### config.mk
export PLATFORM = sky130hd
export DESIGN_NAME = mandelbrot_escape_pixel_top
export DESIGN_NICKNAME = d
export VERILOG_FILES = /design/src/rtl/mep_pkg.sv /design/src/rtl/mandelbrot_escape_pixel_top.sv /design/src/rtl/mep_mul.sv /design/src/rtl/mep_div.sv
export SDC_FILE = /design/constraint.sdc
export NUM_CORES = 2
export LEC_CHECK = 0
export BUFFER_PORTS_ARGS = -buffer_cell sky130_fd_sc_hd__clkbuf_2
export CORE_ASPECT_RATIO = 0.8
export CORE_MARGIN = 2
export CORE_UTILIZATION = 45
export CTS_CLUSTER_SIZE = 30
export DETAILED_ROUTE_END_ITERATION = 12
export GPL_ROUTABILITY_DRIVEN = 0
export MAX_ROUTING_LAYER = met4
export PLACE_DENSITY = 0.64
export SLEW_MARGIN = 10
export SYNTH_ARGS = -nofsm -noshare
export SYNTH_HDL_FRONTEND = slang
export SYNTH_HIERARCHICAL = 1
export SYNTH_SLANG_ARGS = --single-unit
### constraint.sdc
create_clock -name clk -period 9.2 [get_ports clk]
set_clock_uncertainty 0.2 [all_clocks]
set_input_delay 0.46 -clock clk [delete_from_list [all_inputs] [get_ports clk]]
set_output_delay 0.46 -clock clk [all_outputs]
set_load 0.03 [all_outputs]
### src/rtl/mep_pkg.sv
// Package for the Mandelbrot escape-time pixel block.
// Holds the shared constants, register codes and the Q4.28 saturation helper.
// No dependencies.
package mep_pkg;

  localparam int SCREEN_WIDTH  = 1024;
  localparam int SCREEN_HEIGHT = 1024;
  localparam int HALF_WIDTH    = SCREEN_WIDTH / 2;
  localparam int HALF_HEIGHT   = SCREEN_HEIGHT / 2;

  localparam int PIX_W   = 10;
  localparam int OFF_W   = 14;   // signed pixel offset, holds -8192..8191
  localparam int Q_W     = 32;
  localparam int PROD_W  = 2 * Q_W;
  localparam int Q_FRAC  = 28;
  localparam int ITER_W  = 12;
  localparam int CH_W    = 8;
  localparam int COLOR_W = 24;
  localparam int SCALE_W = 31;

  localparam int IN_DATA_W  = 24;
  localparam int OUT_DATA_W = 56;

  localparam int CFG_IDX_W  = 3;
  localparam int CFG_DATA_W = 32;

  localparam int DIV_NUM_W  = ITER_W + CH_W;
  localparam int DIV_STEP_W = 3;

  localparam logic [PROD_W-1:0] ESCAPE_LIMIT = 64'h0400_0000_0000_0000;

  localparam logic [CFG_IDX_W-1:0] REG_SCALE_RE      = 3'd0;
  localparam logic [CFG_IDX_W-1:0] REG_SCALE_IM      = 3'd1;
  localparam logic [CFG_IDX_W-1:0] REG_CENTER_RE     = 3'd2;
  localparam logic [CFG_IDX_W-1:0] REG_CENTER_IM     = 3'd3;
  localparam logic [CFG_IDX_W-1:0] REG_MAX_ITER      = 3'd4;
  localparam logic [CFG_IDX_W-1:0] REG_INSIDE_COLOR  = 3'd5;
  localparam logic [CFG_IDX_W-1:0] REG_OUTSIDE_COLOR = 3'd6;

  localparam logic [SCALE_W-1:0] RST_SCALE_RE      = 31'd2621440;
  localparam logic [SCALE_W-1:0] RST_SCALE_IM      = 31'd2097152;
  localparam logic [ITER_W-1:0]  RST_MAX_ITER      = 12'd64;
  localparam logic [COLOR_W-1:0] RST_INSIDE_COLOR  = 24'h000000;
  localparam logic [COLOR_W-1:0] RST_OUTSIDE_COLOR = 24'hFFFFFF;

  localparam logic signed [PROD_W-1:0] SAT_HI = 64'sh0000_0000_7FFF_FFFF;
  localparam logic signed [PROD_W-1:0] SAT_LO = 64'shFFFF_FFFF_8000_0000;

  function automatic logic signed [Q_W-1:0] sat32(input logic signed [PROD_W-1:0] v);
    logic signed [Q_W-1:0] r;
    if (v > SAT_HI) begin
      r = SAT_HI[Q_W-1:0];
    end else if (v < SAT_LO) begin
      r = SAT_LO[Q_W-1:0];
    end else begin
      r = v[Q_W-1:0];
    end
    return r;
  endfunction

endpackage

### src/rtl/mandelbrot_escape_pixel_top.sv
// Mandelbrot escape-time pixel evaluator, top level.
// Holds the sequencer, the configuration registers and the output register.
// Depends on mep_pkg, mep_mul and mep_div.
//
// Usage:
//   s_axis carries one pixel per transfer: tdata = pixel_x, pixel_y (24 bits).
//   m_axis returns one result per pixel: tdata = out_x, out_y, iterations,
//   red, green, blue (56 bits).
//   cfg_we/cfg_index/cfg_data write the seven registers; write only while idle.
// Sequence:
//   One pixel at a time. Mapping runs through S_IDLE, S_MAPY and S_MAPC, then
//   S_RI; each iteration runs through S_UPD, S_SQR, S_SQI and S_MAG on the single
//   shared multiplier, an escaped pixel adds the red scaling (multiply plus
//   8-step divider), and S_FIN loads the output register.
//   s_axis_tready is high only between pixels.
// Reset: synchronous rst returns registers to defaults and empties the output.
// Stall: a finished result waits in the output register; the next pixel can
//   be taken meanwhile, and its result waits inside until the register frees.
module mandelbrot_escape_pixel_top (
  input  logic                              clk,
  input  logic                              rst,
  input  logic                              s_axis_tvalid,
  output logic                              s_axis_tready,
  input  logic [mep_pkg::IN_DATA_W-1:0]     s_axis_tdata,  // pixel_x, pixel_y, pad
  output logic                              m_axis_tvalid,
  input  logic                              m_axis_tready,
  output logic [mep_pkg::OUT_DATA_W-1:0]    m_axis_tdata,  // out_x, out_y, iterations,
                                                           // red, green, blue
  input  logic                              cfg_we,
  input  logic [mep_pkg::CFG_IDX_W-1:0]     cfg_index,
  input  logic [mep_pkg::CFG_DATA_W-1:0]    cfg_data
);
  import mep_pkg::*;

  typedef enum logic [11:0] {
    S_IDLE = 12'b0000_0000_0001,
    S_MAPY = 12'b0000_0000_0010,
    S_MAPC = 12'b0000_0000_0100,
    S_RI   = 12'b0000_0000_1000,
    S_UPD  = 12'b0000_0001_0000,
    S_SQR  = 12'b0000_0010_0000,
    S_SQI  = 12'b0000_0100_0000,
    S_MAG  = 12'b0000_1000_0000,
    S_CMUL = 12'b0001_0000_0000,
    S_DIV  = 12'b0010_0000_0000,
    S_WAIT = 12'b0100_0000_0000,
    S_FIN  = 12'b1000_0000_0000
  } state_t;

  state_t state;
  state_t state_next;

  logic [SCALE_W-1:0]        scale_re;
  logic [SCALE_W-1:0]        scale_im;
  logic signed [Q_W-1:0]     center_re;
  logic signed [Q_W-1:0]     center_im;
  logic [ITER_W-1:0]         max_iter;
  logic [COLOR_W-1:0]        inside_color;
  logic [COLOR_W-1:0]        outside_color;

  logic [PIX_W-1:0]          px;
  logic [PIX_W-1:0]          py;
  logic signed [Q_W-1:0]     cr;
  logic signed [Q_W-1:0]     ci;
  logic signed [Q_W-1:0]     zr;
  logic signed [Q_W-1:0]     zi;
  logic signed [PROD_W-1:0]  rr;
  logic signed [PROD_W-1:0]  ii;
  logic [ITER_W-1:0]         count;

  logic signed [Q_W-1:0]     mul_a;
  logic signed [Q_W-1:0]     mul_b;
  logic signed [PROD_W-1:0]  mul_p;

  logic [OFF_W-1:0]          off_x;
  logic [OFF_W-1:0]          off_y;
  logic signed [PROD_W-1:0]  map_sum;
  logic signed [PROD_W-1:0]  nr_wide;
  logic signed [PROD_W-1:0]  ni_wide;
  logic [PROD_W-1:0]         mag;
  logic                      escape;
  logic [ITER_W:0]           count_inc;
  logic                      in_xfer;
  logic                      out_free;
  logic                      bounded;
  logic                      div_done;
  logic [CH_W-1:0]           div_quo;
  logic [CH_W-1:0]           red_v;
  logic [CH_W-1:0]           green_v;
  logic [CH_W-1:0]           blue_v;

  assign s_axis_tready = (state == S_IDLE);
  assign in_xfer       = s_axis_tvalid && s_axis_tready;
  assign out_free      = !m_axis_tvalid || m_axis_tready;

  assign off_x = OFF_W'(s_axis_tdata[PIX_W-1:0]) - OFF_W'(HALF_WIDTH);
  assign off_y = OFF_W'(py) - OFF_W'(HALF_HEIGHT);

  // operand select for the shared multiplier
  always_comb begin
    mul_a = '0;
    mul_b = '0;
    unique case (state)
      S_IDLE: begin
        mul_a = {{(Q_W-OFF_W){off_x[OFF_W-1]}}, off_x};
        mul_b = {1'b0, scale_re};
      end
      S_MAPY: begin
        mul_a = {{(Q_W-OFF_W){off_y[OFF_W-1]}}, off_y};
        mul_b = {1'b0, scale_im};
      end
      S_RI, S_MAG: begin
        mul_a = zr;
        mul_b = zi;
      end
      S_SQR: begin
        mul_a = zr;
        mul_b = zr;
      end
      S_SQI: begin
        mul_a = zi;
        mul_b = zi;
      end
      S_CMUL: begin
        mul_a = {{(Q_W-ITER_W){1'b0}}, count};
        mul_b = {{(Q_W-CH_W){1'b0}}, outside_color[COLOR_W-1 -: CH_W]};
      end
      default: begin
        mul_a = '0;
        mul_b = '0;
      end
    endcase
  end

  mep_mul u_mul (
    .clk (clk),
    .a   (mul_a),
    .b   (mul_b),
    .p   (mul_p)
  );

  mep_div u_div (
    .clk   (clk),
    .rst   (rst),
    .start (state == S_DIV),
    .num   (mul_p[DIV_NUM_W-1:0]),
    .den   (max_iter),
    .done  (div_done),
    .quo   (div_quo)
  );

  assign map_sum   = mul_p + PROD_W'(state == S_MAPY ? center_re : center_im);
  assign nr_wide   = ((rr - ii) >>> Q_FRAC) + PROD_W'(cr);
  assign ni_wide   = (mul_p >>> (Q_FRAC - 1)) + PROD_W'(ci);
  assign mag       = $unsigned(rr) + $unsigned(mul_p);
  assign escape    = (mag > ESCAPE_LIMIT);
  assign count_inc = {1'b0, count} + 1'b1;
  assign bounded   = (count == max_iter);

  assign red_v   = bounded ? inside_color[23:16] : div_quo;
  assign green_v = bounded ? inside_color[15:8]  : outside_color[15:8];
  assign blue_v  = bounded ? inside_color[7:0]   : outside_color[7:0];

  always_comb begin
    state_next = state;
    unique case (state)
      S_IDLE: begin
        if (in_xfer) begin
          state_next = S_MAPY;
        end
      end
      S_MAPY: state_next = S_MAPC;
      S_MAPC: state_next = (max_iter == '0) ? S_FIN : S_RI;
      S_RI:   state_next = S_UPD;
      S_UPD:  state_next = S_SQR;
      S_SQR:  state_next = S_SQI;
      S_SQI:  state_next = S_MAG;
      S_MAG: begin
        if (escape) begin
          state_next = S_CMUL;
        end else if (count_inc == {1'b0, max_iter}) begin
          state_next = S_FIN;
        end else begin
          state_next = S_UPD;
        end
      end
      S_CMUL: state_next = S_DIV;
      S_DIV:  state_next = S_WAIT;
      S_WAIT: begin
        if (div_done) begin
          state_next = S_FIN;
        end
      end
      S_FIN: begin
        if (out_free) begin
          state_next = S_IDLE;
        end
      end
      default: state_next = S_IDLE;
    endcase
  end

  always_ff @(posedge clk) begin
    if (rst) begin
      state <= S_IDLE;
    end else begin
      state <= state_next;
    end
  end

  // datapath registers
  always_ff @(posedge clk) begin
    if (in_xfer) begin
      px <= s_axis_tdata[PIX_W-1:0];
      py <= s_axis_tdata[2*PIX_W-1:PIX_W];
    end
    if (state == S_MAPY) begin
      cr <= sat32(map_sum);
    end
    if (state == S_MAPC) begin
      ci    <= sat32(map_sum);
      zr    <= '0;
      zi    <= '0;
      rr    <= '0;
      ii    <= '0;
      count <= '0;
    end
    if (state == S_UPD) begin
      zr <= sat32(nr_wide);
      zi <= sat32(ni_wide);
    end
    if (state == S_SQI) begin
      rr <= mul_p;
    end
    if (state == S_MAG) begin
      ii <= mul_p;
      if (!escape) begin
        count <= count_inc[ITER_W-1:0];
      end
    end
  end

  // output register
  always_ff @(posedge clk) begin
    if (rst) begin
      m_axis_tvalid <= 1'b0;
    end else if (state == S_FIN && out_free) begin
      m_axis_tvalid <= 1'b1;
    end else if (m_axis_tready) begin
      m_axis_tvalid <= 1'b0;
    end
  end

  always_ff @(posedge clk) begin
    if (state == S_FIN && out_free) begin
      m_axis_tdata <= {blue_v, green_v, red_v, count, py, px};
    end
  end

  // configuration registers
  always_ff @(posedge clk) begin
    if (rst) begin
      scale_re      <= RST_SCALE_RE;
      scale_im      <= RST_SCALE_IM;
      center_re     <= '0;
      center_im     <= '0;
      max_iter      <= RST_MAX_ITER;
      inside_color  <= RST_INSIDE_COLOR;
      outside_color <= RST_OUTSIDE_COLOR;
    end else if (cfg_we) begin
      unique case (cfg_index)
        REG_SCALE_RE:      scale_re      <= cfg_data[SCALE_W-1:0];
        REG_SCALE_IM:      scale_im      <= cfg_data[SCALE_W-1:0];
        REG_CENTER_RE:     center_re     <= cfg_data;
        REG_CENTER_IM:     center_im     <= cfg_data;
        REG_MAX_ITER:      max_iter      <= cfg_data[ITER_W-1:0];
        REG_INSIDE_COLOR:  inside_color  <= cfg_data[COLOR_W-1:0];
        REG_OUTSIDE_COLOR: outside_color <= cfg_data[COLOR_W-1:0];
        default: ;
      endcase
    end
  end

endmodule

### src/rtl/mep_mul.sv
// Shared 32x32 signed multiplier with a registered product.
// Used for pixel mapping, every z square/cross term and the red scaling.
// Depends on mep_pkg.
module mep_mul (
  input  logic                              clk,
  input  logic signed [mep_pkg::Q_W-1:0]    a,
  input  logic signed [mep_pkg::Q_W-1:0]    b,
  output logic signed [mep_pkg::PROD_W-1:0] p
);
  import mep_pkg::*;

  always_ff @(posedge clk) begin
    p <= PROD_W'(a) * PROD_W'(b);
  end

endmodule

### src/rtl/mep_div.sv
// Restoring divider, one quotient bit per cycle, for the red channel scaling.
// The quotient is known to fit in eight bits (numerator < 256 * denominator).
// Depends on mep_pkg.
module mep_div (
  input  logic                             clk,
  input  logic                             rst,
  input  logic                             start,
  input  logic [mep_pkg::DIV_NUM_W-1:0]    num,
  input  logic [mep_pkg::ITER_W-1:0]       den,
  output logic                             done,
  output logic [mep_pkg::CH_W-1:0]         quo
);
  import mep_pkg::*;

  logic [DIV_NUM_W-1:0]  rem;
  logic [DIV_NUM_W-1:0]  dsh;
  logic [DIV_STEP_W-1:0] step;
  logic                  busy;
  logic                  fits;

  assign fits = (rem >= dsh);

  always_ff @(posedge clk) begin
    if (rst) begin
      busy <= 1'b0;
      done <= 1'b0;
    end else if (start) begin
      busy <= 1'b1;
      done <= 1'b0;
    end else if (busy && step == '0) begin
      busy <= 1'b0;
      done <= 1'b1;
    end
  end

  always_ff @(posedge clk) begin
    if (start) begin
      rem  <= num;
      dsh  <= {1'b0, den, {(CH_W-1){1'b0}}};
      step <= DIV_STEP_W'(CH_W - 1);
      quo  <= '0;
    end else if (busy) begin
      if (fits) begin
        rem <= rem - dsh;
      end
      quo  <= {quo[CH_W-2:0], fits};
      dsh  <= dsh >> 1;
      step <= step - 1'b1;
    end
  end

endmodule

==> out/results.tsv <==
metric	value	unit
status	finished, violations left	
violated checks	setup timing	
CTS tree	done	
Worst Path Arrival	9.54	ns
pins over their slew limit	0	
XOR/XNOR share of the synthesized area	3.276	%
crit end category	flop	
die area	173000	um2
Int Pwr	8.912	mW
Max VDD drop	0.1488	mV
vias per inst	5.653	
Psw	7.655	mW
Yosys reg bits	659	
initial antenna violation count	5	
vias in the first global route	61541	
Synth-to-Final Area Change	14.56	%
largest family of logic cells by synthesized area	adder cells	
Port Buffers	117	
most frequent CP cell	fa_1	
Cell Area, Synth	76350	um2
cell family with most CP delay	adder cells	
wire per inst	21.23	um
Die Span X	464.5	um
area of the core	168900	um2
Flop pwr share	23.6	%
Max-Cap Viols	0	
Die Ht	372.4	um
nets@finish	10231	
DRC viols	0	
Detail Route Antenna Nets	0	
Worst Path Buf+Inv	8	
clock-pin transition on the worst setup and hold timing paths	0.07	ns
EDFF count, synth	364	
worst skew pair latency	0.68	ns
Max-slew headroom	15.76	%
Tmin final	9.207	ns
Synth Flop Type	edfxtp_1	
area leader, netlist	fa_1	
Yosys warnings	6	
Final setup viols	1	
Synth area leaders	fa_1 29%, edfxtp_1 14%, dfxtp_1 7.7%, ha_1 7.7%, nand2_1 5.8%	
Mapped Cells	8250	
Pleak	39.81	nW
Compound-Gate Fraction of Synth Area	12.79	%
initial core utilization	45.20	%
mux share of post-synthesis cell area	1.222	%
Crit Path Max Fanout	17	
Cell variety after synth	105	
Post-DP HPWL	183.8	mm
Site Rows	135	
gr usage total	27.41	%
Period Utilization, post-route	100.1	%
share of post-route cells with drive strength above 1	12.51	%
root buffer cell	clkbuf_16	
post-synthesis simple-gate area fraction	16.92	%
final hold violations	0	
Clock Power Share	17.4	%
DRT iter0 DRCs	6157	
largest net degree at the start of global routing	109	
Adder-Cell Fraction of Synth Area	36.15	%
register area share after synthesis	22.05	%
Final Util	51.79	%
syn avg cell area	9.255	um2
H-tree levels	3	
TritonCTS buffer count	67	
worst hold path type	input pin to flop	
Worst Path Required	9.53	ns
final worst slack	-0.006851	ns
Syn Nets	9868	
DR pass1 iterations	9	
ys async rst share	0	%
Crit-path slowest cell	fa_1	
Clock Tree Buf Depth	3	
I/O pin count	122	
RSZ-0062 raised after global routing	true	
Sw Ratio	46.21	%
type of the worst setup path	flop to flop	
crit start category	flop	
area share of the largest cell type after synthesis	28.50	%
Post-Route WL	232.1	mm
setup TNS	-0.006851	ns
DR vias	61804	
Pwr Density	189.4	nW/um2
Fmax	108.6	MHz
Slowest Stage Delay on Critical Path	0.58	ns
Least-Margin Pin Slew	1.260	ns
Combinational Power Share	59.1	%
first-pass GRT wire length	359.1	mm
Congestion Overflow GR	0	
CTS sink count	659	
==> flip-flops by register name, summed over array words and instances (netlist names), 32 cells and up <==
name,flops
center_im,32
center_re,32
ci,32
cr,32
ii,64
m_axis_tdata,56
rr,64
u_mul/p,64
zi,32
zr,32
==> worst reg2reg max path: cells and delay by family (launching register included) <==
kind	cells	cell delay, ns
buf+inv	8	0.90
compound gates	9	2.04
fa+ha+maj	9	4.21
simple gates	8	1.37
flops	1	0.35
==> routing by layer <==
layer,global-route usage [%],part of all wire [%],vias up
met3,4.503,8.9,426
met2,41.61,45,2684
met1,37.30,42,30883
met5,-,0,-
met4,9.391,3.9,0
li1,-,-,27811
==> placed cells by master (no fill, tap or decap), types with 30 or more instances in the layout <==
master and n:
a21oi_1 490, and2_1 658, nand3b_1 32, xnor2_1 161, and3_1 40, a22oi_1 36, fa_2 31, nand4_1 88
ha_1 449, nand2b_1 49, nor2_1 235, edfxtp_1 364, dfxtp_1 283, nor2b_1 37, a31oi_1 33, nand3_1 100
a21o_1 179, clkbuf_16 81, dlygate4sd3_1 30, xor2_1 122, fa_1 1056, o21bai_1 55, buf_4 400, inv_1 1116
o21a_1 77, buf_6 34, o21ai_0 232, clkbuf_2 117, o211ai_1 32, buf_12 103, nor3_1 73, nand2_1 1152
mux2_2 58
==> Yosys cell counts, drive strengths merged, types with 36 or more instances <==
master / number
nand2b: 51
clkbuf: 383
and3: 40
nand3: 108
xnor2: 161
a21oi: 516
nand2: 1180
fa: 1087
inv: 1130
mux2: 58
nand4: 88
o21a: 78
nor3: 74
dfxtp: 295
xor2: 122
a21o: 181
nor2b: 38
ha: 467
o21ai: 253
o21bai: 56
and2: 669
a22oi: 36
edfxtp: 364
nor2: 252
==> layout make-up <==
cell class / instances / area (um2)
Clock inverter: 35 / 402.9
Tap cell: 2260 / 2828
Sequential cell: 659 / 16860
Timing Repair Buffer: 697 / 6649
Clock buffer: 89 / 1864
Antenna cell: 5 / 12.51
Multi-Input combinational cell: 6056 / 54600
Inverter: 1132 / 4258
Fill cell: 15260 / 81440
==> cells by family (layout without fill, tap and decap cells) <==
group                    Yosys count  count (layout)
flip-flops                       659             659
AO/OA/AOI/OAI                   1489            1489
buffers and inverters           1535            1953
AND/OR/NAND/NOR                 2643            2643
multiplexers                      86              86
XOR/XNOR                         284             284
other                              0               5
adder cells (fa/ha/maj)         1554            1554
==> power by group through the flow <==
stage / combinational (mW) / clock (mW) / sequential, mW
2_1_floorplan: 6.05 / 0 / 3.52
3_3_place_gp: 8.91 / 0 / 3.94
3_5_place_dp: 9.08 / 0 / 3.94
4_1_cts: 9.22 / 2.91 / 3.88
5_1_grt: 10.7 / 3.02 / 3.88
6_report: 9.79 / 2.88 / 3.90
==> path summary, 6_finish.rpt <==
check	start	end	slack, ns	depth (start not counted)
worst max register to register	state[1]	u_mul/p[63]	-0.007	34
worst max-delay path	state[1]	u_mul/p[63]	-0.007	34
worst min register to register	px[8]	m_axis_tdata[8]	0.21	0
worst min-delay path	cfg_data[8]	max_iter[8]	0.06	3
==> timing repair <==
action | in CTS | in global routing
endpoints found under the hold margin | 48 | 0
hold buffers | 30 | 0
endpoints found under the setup margin | 7 | 23
pin swaps | 13 | 95
buffers inserted | 4 | 46
gates cloned | 0 | 11
resized for setup | 48 | 188
==> per-stage QoR <==
step / setup WS, ns / hold WS [ns] / area [um2] / instances / power [mW]
after global routing: -0.2637 / 0.02413 / 87460 / 10930 / 17.58
after floorplan: 0.01312 / 0.2003 / 76450 / 8250 / 9.571
final: -0.006851 / 0.05558 / 87470 / 10933 / 16.57
after detailed placement: -0.2722 / 0.2045 / 83180 / 10713 / 13.03
after global placement: -0.1376 / 0.2046 / 83180 / 10713 / 12.85
after CTS: 0.0008438 / 0.003392 / 85980 / 10871 / 16.00
No activity file was read; power rests on OpenSTA's default activity.
